File: config.mk
export PLATFORM = sky130hd
export DESIGN_NAME = svmsl_front_flat
export DESIGN_NICKNAME = d
export VERILOG_FILES = /design/src/hdl/svmsl_pkg.sv /design/src/hdl/svmsl_if.sv /design/src/hdl/svmsl_front.sv /design/src/flat_wrapper.sv
export SDC_FILE = /design/constraint.sdc
export NUM_CORES = 2
export LEC_CHECK = 0
export BUFFER_PORTS_ARGS = -buffer_cell sky130_fd_sc_hd__clkbuf_2
export CORE_ASPECT_RATIO = 0.75
export CORE_MARGIN = 1
export CORE_UTILIZATION = 40
export CTS_CLUSTER_SIZE = 24
export DETAILED_ROUTE_END_ITERATION = 16
export PLACE_DENSITY_LB_ADDON = 0.15
export SLEW_MARGIN = 20
export SYNTH_ARGS = -nofsm -noshare
export SYNTH_HDL_FRONTEND = slang
export SYNTH_SLANG_ARGS = --single-unit
File: constraint.sdc
create_clock -name clk -period 8 [get_ports clk]
set_input_delay 0 -clock clk [delete_from_list [all_inputs] [get_ports clk]]
set_output_delay 0 -clock clk [all_outputs]
set_load 0.1 [all_outputs]
File: src/hdl/svmsl_pkg.sv
`default_nettype none
// ----------------------------------------------------------------------------
// svmsl_pkg
// Shared widths, frame type and the tanh table for the stereo voice mixer
// with soft limiter.
// ----------------------------------------------------------------------------
package svmsl_pkg;

  localparam int SumW = 40;
  localparam int SmpW = 16;
  localparam int GainW = 17;
  localparam int OutW = 16;
  localparam int ProdW = 34;

  localparam logic [GainW-1:0] UnityGain = 17'h10000;

  localparam int TanhSize = 256;
  localparam int TanhLog2 = 8;
  localparam int TanhRangeLog2 = 3;
  localparam int TanhIdxW = 9;
  localparam int TanhW = 31;
  localparam int FracW = 31 + TanhRangeLog2 - TanhLog2;

  typedef logic signed [SumW-1:0] sum_t;

  typedef struct packed {
    sum_t left_sum;
    sum_t right_sum;
  } frame_t;

  typedef logic [TanhW-1:0] tanh_rom_t [0:TanhSize];

  function automatic logic [GainW-1:0] clamp_gain(input logic [GainW-1:0] g);
    return (g > UnityGain) ? UnityGain : g;
  endfunction

  // Shift-and-subtract quotient, used only while the table is built.
  function automatic longint unsigned div_u64(input longint unsigned a,
                                              input longint unsigned b);
    longint unsigned q;
    longint unsigned r;
    q = 64'd0;
    r = 64'd0;
    for (int i = 63; i >= 0; i--) begin
      r = (r << 1) | 64'(a[i]);
      if (r >= b) begin
        r = r - b;
        q[i] = 1'b1;
      end
    end
    return q;
  endfunction

  // Table of tanh in Q1.30, built from an exp(-2x) recurrence.
  function automatic tanh_rom_t build_tanh_rom();
    tanh_rom_t rom;
    longint unsigned n;
    longint unsigned num;
    longint unsigned term;
    longint unsigned pos;
    longint unsigned neg;
    longint unsigned s;
    longint unsigned e;
    longint unsigned d;
    longint unsigned top;
    longint unsigned bot;
    int k;
    n = 64'(TanhSize);
    num = 64'd2 << TanhRangeLog2;
    term = 64'd1 << 31;
    pos = term;
    neg = 64'd0;
    for (k = 1; k < 40; k++) begin
      if (term != 64'd0) begin
        d = n * 64'(k);
        term = div_u64(term * num + d / 64'd2, d);
        if (k[0]) neg = neg + term;
        else pos = pos + term;
      end
    end
    s = (pos > neg) ? pos - neg : 64'd0;
    e = 64'd1 << 31;
    for (int i = 0; i <= TanhSize; i++) begin
      top = (64'd1 << 31) - e;
      bot = (64'd1 << 31) + e;
      rom[i] = TanhW'(div_u64((top << 30) + bot / 64'd2, bot));
      e = (e * s + (64'd1 << 30)) >> 31;
    end
    return rom;
  endfunction

endpackage
`default_nettype wire

File: src/hdl/svmsl_if.sv
`default_nettype none
// ----------------------------------------------------------------------------
// svmsl_if
// Channel interfaces: voice items in, limited stereo samples out.
// ----------------------------------------------------------------------------
interface svmsl_voice_if;
  logic valid;
  logic ready;
  logic signed [svmsl_pkg::SmpW-1:0] voice_sample;
  logic [svmsl_pkg::GainW-1:0] left_gain;
  logic [svmsl_pkg::GainW-1:0] right_gain;
  logic last_voice;
  modport source (output valid, voice_sample, left_gain, right_gain, last_voice,
                  input ready);
  modport sink (input valid, voice_sample, left_gain, right_gain, last_voice,
                output ready);
endinterface

`default_nettype wire

File: src/hdl/svmsl_front.sv
`default_nettype none
// ----------------------------------------------------------------------------
// svmsl_front
// Accepts voice items, multiplies by the gains and accumulates the frame.
// ----------------------------------------------------------------------------
module svmsl_front (
  input  wire logic            clk,
  input  wire logic            rst_n,
  svmsl_voice_if.sink          in_voice,
  output svmsl_pkg::frame_t    push_data,
  output logic                 push_valid,
  input  wire logic            push_ready
);

  logic p_valid_r;
  logic p_last_r;
  logic signed [svmsl_pkg::ProdW-1:0] pl_r;
  logic signed [svmsl_pkg::ProdW-1:0] pr_r;
  svmsl_pkg::sum_t acc_l_r;
  svmsl_pkg::sum_t acc_r_r;
  logic advance;
  logic signed [svmsl_pkg::ProdW-1:0] pl_nxt;
  logic signed [svmsl_pkg::ProdW-1:0] pr_nxt;
  svmsl_pkg::sum_t sat_l;
  svmsl_pkg::sum_t sat_r;

  function automatic svmsl_pkg::sum_t sat_add(input svmsl_pkg::sum_t a,
                                              input logic signed [svmsl_pkg::ProdW-1:0] p);
    logic signed [svmsl_pkg::SumW:0] s;
    s = (svmsl_pkg::SumW+1)'(a) + (svmsl_pkg::SumW+1)'(p);
    if (s[svmsl_pkg::SumW] != s[svmsl_pkg::SumW-1]) begin
      return s[svmsl_pkg::SumW] ? {1'b1, {(svmsl_pkg::SumW-1){1'b0}}}
                                : {1'b0, {(svmsl_pkg::SumW-1){1'b1}}};
    end
    return s[svmsl_pkg::SumW-1:0];
  endfunction

  assign advance = !p_valid_r || !p_last_r || push_ready;
  assign in_voice.ready = advance;

  assign pl_nxt = svmsl_pkg::ProdW'(in_voice.voice_sample *
                  $signed({1'b0, svmsl_pkg::clamp_gain(in_voice.left_gain)}));
  assign pr_nxt = svmsl_pkg::ProdW'(in_voice.voice_sample *
                  $signed({1'b0, svmsl_pkg::clamp_gain(in_voice.right_gain)}));

  assign sat_l = sat_add(acc_l_r, pl_r);
  assign sat_r = sat_add(acc_r_r, pr_r);

  assign push_valid = p_valid_r && p_last_r;
  assign push_data = '{left_sum: sat_l, right_sum: sat_r};

  always_ff @(posedge clk) begin
    if (!rst_n) begin
      p_valid_r <= 1'b0;
      acc_l_r <= '0;
      acc_r_r <= '0;
    end else begin
      if (advance) p_valid_r <= in_voice.valid;
      if (p_valid_r && advance) begin
        acc_l_r <= p_last_r ? '0 : sat_l;
        acc_r_r <= p_last_r ? '0 : sat_r;
      end
    end
  end

  always_ff @(posedge clk) begin
    if (advance && in_voice.valid) begin
      pl_r <= pl_nxt;
      pr_r <= pr_nxt;
      p_last_r <= in_voice.last_voice;
    end
  end

  a_clear_after_close: assert property (@(posedge clk) disable iff (!rst_n)
    (p_valid_r && p_last_r && push_ready) |=> (acc_l_r == '0 && acc_r_r == '0))
    else $error("frame sums not cleared after close");

endmodule
`default_nettype wire

File: src/flat_wrapper.sv
// flat-port wrapper written by rule: the top's interface ports become plain ports
module svmsl_front_flat 
  (clk, rst_n, push_data, push_valid, push_ready, in_voice_valid, in_voice_voice_sample, in_voice_left_gain, in_voice_right_gain, in_voice_last_voice, in_voice_ready);
  svmsl_voice_if in_voice_i ();
  input  wire logic clk;
  input  wire logic rst_n;
  output svmsl_pkg::frame_t push_data;
  output logic push_valid;
  input  wire logic push_ready;
  input wire logic [$bits(in_voice_i.valid)-1:0] in_voice_valid;
  input wire logic [$bits(in_voice_i.voice_sample)-1:0] in_voice_voice_sample;
  input wire logic [$bits(in_voice_i.left_gain)-1:0] in_voice_left_gain;
  input wire logic [$bits(in_voice_i.right_gain)-1:0] in_voice_right_gain;
  input wire logic [$bits(in_voice_i.last_voice)-1:0] in_voice_last_voice;
  output wire logic [$bits(in_voice_i.ready)-1:0] in_voice_ready;
  assign in_voice_i.valid = in_voice_valid;
  assign in_voice_i.voice_sample = in_voice_voice_sample;
  assign in_voice_i.left_gain = in_voice_left_gain;
  assign in_voice_i.right_gain = in_voice_right_gain;
  assign in_voice_i.last_voice = in_voice_last_voice;
  assign in_voice_ready = in_voice_i.ready;
  svmsl_front u_core (.clk(clk), .rst_n(rst_n), .in_voice(in_voice_i), .push_data(push_data), .push_valid(push_valid), .push_ready(push_ready));
endmodule
# ---- Word level (Yosys, flattened, before mapping)
# Index checks and enable logic that the tools add are counted.
dict set report classes {
  add_sub_neg 2
  n_bitwise 0
  n_shift 0
  n_mul 2
  order_cmp 2
  reduce_logical 7
  n_div 0
  n_mux 12
  eq_ne 2
}
# cell count
set ops {}
lappend ops {{$mux 40} 8}
lappend ops {{$add 40x34->41} 2}
lappend ops {{$mul 16x18->34} 2}
lappend ops {{$gt 17x17->1 const B} 2}
lappend ops {{$mux 17} 2}
lappend ops {{$logic_and 1x1->1} 3}
lappend ops {{$logic_not 1->1} 2}
lappend ops {{$logic_or 1x1->1} 2}
lappend ops {{$mux 1} 2}
lappend ops {{$ne 1x1->1} 2}
dict set report totals {
  rom_bits 0
  mem_bits_rw 0
  regBits 150
  latchBits 0
  n_memories 0
}

# ---- Logic depth before layout (Yosys ltp)
dict set report logic_depth {
  depth_word 5
  mapped_depth 29
  mapped_depth_nobuf 27
}

# ---- Least setup slack after synthesis
# OpenSTA, ideal clock, no wires.
dict set report synth_timing {
  path_type {input to register}
  start {in in_voice_right_gain[14]}
  end {reg u_core.pr_r[26] in the netlist's numbering (data pin)}
  n_path_buf 2
  slack_ns 1.263
  cell_stages 29
  setup_ns 0.262
  required_ns 7.738
  arrival_time_ns 6.476
  path_cell_list {nor4_1 > nand4_1 > nand2_1 > clkbuf_1 > and2_1 > clkbuf_1 > nand2_1 > fa_1 > inv_1 > fa_1 > inv_1 > fa_1 > inv_1 > fa_1 > fa_1 > inv_1 > fa_1 > inv_1 > ha_1 > and3_1 > a221o_1 > a211oi_1 > o21ai_1 > a211oi_1 > o21bai_1 > a21oi_1 > nor3b_1 > a211oi_1 > xnor2_1}
}
dict set report synth_via {
  elab_chain_cells 3
}
# element line
set synth_rtl {}
lappend synth_rtl {{from (decl)} flat_wrapper.sv:13} ;# input wire logic [$bits(in_voice_i.right_gain)-1:0] in_voice_right_gain;
lappend synth_rtl {{$gt 17x17->1} svmsl_pkg.sv:34} ;# return (g > UnityGain) ? UnityGain : g;
lappend synth_rtl {{$mux 17 *} svmsl_pkg.sv:34}
lappend synth_rtl {{$mul 16x18->34 *} svmsl_front.sv:43} ;# assign pr_nxt = svmsl_pkg::ProdW'(in_voice.voice_sample *
lappend synth_rtl {{via u_core.pr_nxt (one bit)} svmsl_front.sv:23} ;# logic signed [svmsl_pkg::ProdW-1:0] pr_nxt;
lappend synth_rtl {{to (signal assigned)} svmsl_front.sv:69} ;# pr_r <= pr_nxt;
lappend synth_rtl {{to (decl)} svmsl_front.sv:18} ;# logic signed [svmsl_pkg::ProdW-1:0] pr_r;
# Mark *: on every way through the listed nets, which the timed path passes. The rest lies on a longest branch.
# A chain may end at the register's enable or synchronous reset.

# ---- Worst setup path after layout
dict set report layout_timing {
  start {in in_voice_right_gain[0]}
  end {reg u_core.pr_r[31] in the netlist's numbering (data pin)}
}
# The elaborated chain is that of the path after synthesis.

==> run summary <==
STATUS
--------------------------------------------------------------------------------
Outcome                                                             finished clean

CRITICAL PATH
--------------------------------------------------------------------------------
Crit path arrival time                                                   7.57 ns
Maximum fanout count along the critical path                                  63
Critical path endpoint category                                             flop
Critical path data required time                                         8.19 ns
Worst Setup Path Type                                               input port to flop
Critical path startpoint category                                     input port

PLACE
--------------------------------------------------------------------------------
Pre-CTS setup slack                                                    0.2453 ns
Number of buffer cells added on primary ports                                136
DPL Wire Length                                                         69.67 mm
Post-placement cell area                                              30250 um^2
Routability cong.                                                         0.9197

LOGIC SYNTHESIS
--------------------------------------------------------------------------------
Post-synth cell types                                                         81
Warning count from the yosys run                                               0
Post-synthesis instance area                                          28450 um^2
Largest area contributor in the netlist                             sky130_fd_sc_hd__fa_1
Primary flip-flop cell chosen by synthesis mapping                  sky130_fd_sc_hd__dfxtp_1
Proportion of synthesized chip area in sequential cells                   12.98%
Avg Cell Area, Syn                                                    8.721 um^2
Count leader, synth                                                 sky130_fd_sc_hd__inv_1
Area share of the largest cell type after synthesis                       29.41%
Syn Nets                                                                    4063
Total of flip-flops plus latches after synthesis                             150
Synthesized netlist cell count                                              3262
Most frequent cells after synthesis                                 sky130_fd_sc_hd__inv_1 (536), sky130_fd_sc_hd__fa_1 (418), sky130_fd_sc_hd__nand2_1 (373), sky130_fd_sc_hd__ha_1 (328), sky130_fd_sc_hd__and3_1 (171)
Asr flop ratio synth                                                          0%
Post-synth EDFFs                                                              69
Synth top area cells                                                sky130_fd_sc_hd__fa_1 (29%), sky130_fd_sc_hd__ha_1 (14%), sky130_fd_sc_hd__edfxtp_1 (7.3%)

DRT
--------------------------------------------------------------------------------
Remaining DRCs                                                                 0
Drt pass-1 iters                                                               5
Iter 0 DRT Violations                                                       1583
Wire length after detailed routing                                      86.83 mm
Antenna Violating Nets Remaining                                               0
Overall via count from detail_route                                        22740
Number of vias per cell after detailed routing                             5.301
DR WL/cell                                                              20.24 um

CLOCKING
--------------------------------------------------------------------------------
Clk pin slew, worst setup/hold paths                                     0.07 ns
Number of buffers on the longest clock path                                    2
# H-tree levels                                                                4
Setup fix buffers added after clock tree synthesis                             0
TritonCTS buffer count                                                        17
Sinks on Clock Net                                                           150
Clock Latency Late Sink                                                  0.45 ns
Cts hold-fix bufs                                                              4
Clock tree root driver cell                                         sky130_fd_sc_hd__clkbuf_16
TritonCTS clock tree                                                         yes
# resized after CTS                                                            0

TIMING
--------------------------------------------------------------------------------
Setup-failing EPs final                                                        0
Final worst-path cycle share                                              92.21%
Slew HR                                                                   29.27%
Slew at the pin closest to its max-slew limit                           1.061 ns
Peak clock frequency supported by timing                              0.1356 GHz
Count of pins over their slew limit                                            0
Crit path time final                                                    7.377 ns
RSZ-0062 raised after global routing                                       false
TNS Setup                                                                   0 ns
Post-Route Skew                                                       0.01500 ns
Final hold violation count                                                     0
Final worst setup slack                                                0.6230 ns

FLOORPLANNING
--------------------------------------------------------------------------------
Number of cell rows                                                           84
IO Count                                                                     137
Floorplan die area                                                    72200 um^2
Core area                                                             70210 um^2
Die outline height                                                      233.0 um
Effective utilization at floorplan                                        40.52%
Width of the chip                                                       309.9 um

PWR
--------------------------------------------------------------------------------
Power density normalized to cell area                               367.8 nW/um^2
Leakage                                                               0.01606 uW
Peak supply drop                                                       0.4993 mV

GLOBAL ROUTE
--------------------------------------------------------------------------------
Gr ovfl total                                                                  0
Busiest layer in global routing                                             met1
Wire length of the first global-routing pass                            137.4 mm
Via count of the first global-routing pass                                 23510
Number of antenna violations at the first check in global routing              1
Global-route track usage on met2                                          34.39%
Global-route usage over all layers                                        24.69%
GR met1 Demand/Resource                                                   39.25%
Global routing met3 resource utilization                                  4.545%
Maximum number of pins on one net before global-route repair                  70

FLOW RUN
--------------------------------------------------------------------------------
Maximum Capacitance Violations                                                 0

FINISH
--------------------------------------------------------------------------------
Summed area of non-filler cells in the final layout                   30910 um^2
Number of nets in the layout                                                4132
Antenna fix cells                                                              0
Area added between synthesis and finish                                   8.638%
Filler cells                                                                6997
Fraction of final layout cells sized beyond drive strength 1              7.626%

HOLD PATH
--------------------------------------------------------------------------------
Type of the tightest min-delay check                                input port to flop

==> layout by cell type, fill, tap and decap left out, types with 81 or more instances in the layout <==
master / count
sky130_fd_sc_hd__dfxtp_1: 81
sky130_fd_sc_hd__a21oi_1: 142
sky130_fd_sc_hd__xnor2_1: 85
sky130_fd_sc_hd__ha_1: 328
sky130_fd_sc_hd__and3_1: 171
sky130_fd_sc_hd__clkbuf_2: 136
sky130_fd_sc_hd__nor2_1: 157
sky130_fd_sc_hd__inv_1: 536
sky130_fd_sc_hd__and2_1: 153
sky130_fd_sc_hd__fa_1: 418
sky130_fd_sc_hd__a21o_1: 86
sky130_fd_sc_hd__nand2_1: 372
==> critical path: stages <==
cell	delay, ns
sky130_fd_sc_hd__clkbuf_2	0.09
sky130_fd_sc_hd__nor4_1	0.55
sky130_fd_sc_hd__nand4_1	0.18
sky130_fd_sc_hd__nand2_2	0.35
sky130_fd_sc_hd__buf_12	0.28
sky130_fd_sc_hd__and2_0	0.35
sky130_fd_sc_hd__nand2_1	0.13
sky130_fd_sc_hd__fa_1	0.51
sky130_fd_sc_hd__fa_1	0.49
sky130_fd_sc_hd__inv_1	0.05
sky130_fd_sc_hd__fa_1	0.52
sky130_fd_sc_hd__fa_1	0.46
sky130_fd_sc_hd__fa_1	0.49
sky130_fd_sc_hd__inv_1	0.05
sky130_fd_sc_hd__fa_1	0.48
sky130_fd_sc_hd__inv_1	0.04
sky130_fd_sc_hd__ha_1	0.32
sky130_fd_sc_hd__and3_1	0.18
sky130_fd_sc_hd__a221o_1	0.38
sky130_fd_sc_hd__a21o_1	0.21
sky130_fd_sc_hd__a311o_1	0.39
sky130_fd_sc_hd__a21bo_1	0.22
sky130_fd_sc_hd__a2111oi_0	0.51
sky130_fd_sc_hd__nor3_1	0.15
sky130_fd_sc_hd__xor2_1	0.16
==> cell type report <==
cell class                 instances  area [um^2]  area share [%]
clock buffer                      17        425.4           1.376
clock inverter                    15        185.2          0.5992
inverter                         536         2012           6.510
multi-input combinational       2423        22190           71.79
sequential                       150         3694           11.95
tap                              946         1184           3.830
timing repair buffer             203         1219           3.943
==> report_power, final <==
| group | leakage, uW | internal [uW] | switching (uW) |
|---|---|---|---|
| combinational | 0.0144 | 2930 | 6210 |
| clock | 0.000296 | 473 | 370 |
| sequential | 0.00134 | 1250 | 132 |
| total | 0.0161 | 4650 | 6710 |
==> routing by layer <==
layer,routed length (um),vias to the layer above
met4,962,0
met5,0,-
met1,45180,11210
met2,34030,754
met3,6650,59
li1,-,10730
==> logic make-up (layout without fill, tap and decap cells) <==
| group | count (synthesis) | count (layout) | synth area share [%] |
|---|---|---|---|
| buffers and inverters | 689 | 771 | 9.152 |
| AOI/OAI and AO/OA | 528 | 528 | 12.06 |
| adders and majority gates | 770 | 770 | 44.68 |
| DFF | 150 | 150 | 12.98 |
| muxes | 2 | 2 | 0.07477 |
| and+or+nand+nor | 997 | 997 | 17.16 |
| xor gates and xnor gates | 126 | 126 | 3.879 |
==> flip-flops by register name, indices dropped and copies added, names as in the netlist <==
| signal | flops |
|---|---|
| u_core.acc_r_r | 40 |
| u_core.p_last_r | 1 |
| u_core.pr_r | 34 |
| u_core.pl_r | 34 |
| u_core.p_valid_r | 1 |
| u_core.acc_l_r | 40 |
==> per-stage QoR <==
step                      instances  hold slack, ns  power, uW  util [%]
after floorplan                3262         0.09887       8267         -
after global placement         4254          0.1874      10370     43.09
after detailed placement       4254          0.1794      10450     43.09
after CTS                      4290          0.2507      11360     44.02
after global routing           4290          0.2812      12330     44.02
final                          4290          0.2578      11370     44.02
==> final timing paths <==
check | startpoint | slack (ns) | to | cells past startpoint
worst min register to register | u_core.acc_r_r[16]$_SDFFE_PN0P_ | 0.45 | u_core.acc_r_r[16]$_SDFFE_PN0P_ | 2
worst max-delay path | in_voice_right_gain[0] | 0.62 | u_core.pr_r[31]$_DFFE_PP_ | 25
worst max register to register | u_core.acc_l_r[0]$_SDFFE_PN0P_ | 3.15 | u_core.acc_l_r[30]$_SDFFE_PN0P_ | 13
worst min-delay path | push_ready | 0.26 | u_core.acc_r_r[39]$_SDFFE_PN0P_ | 5
Note: power is estimated with default switching activity, not from simulation.
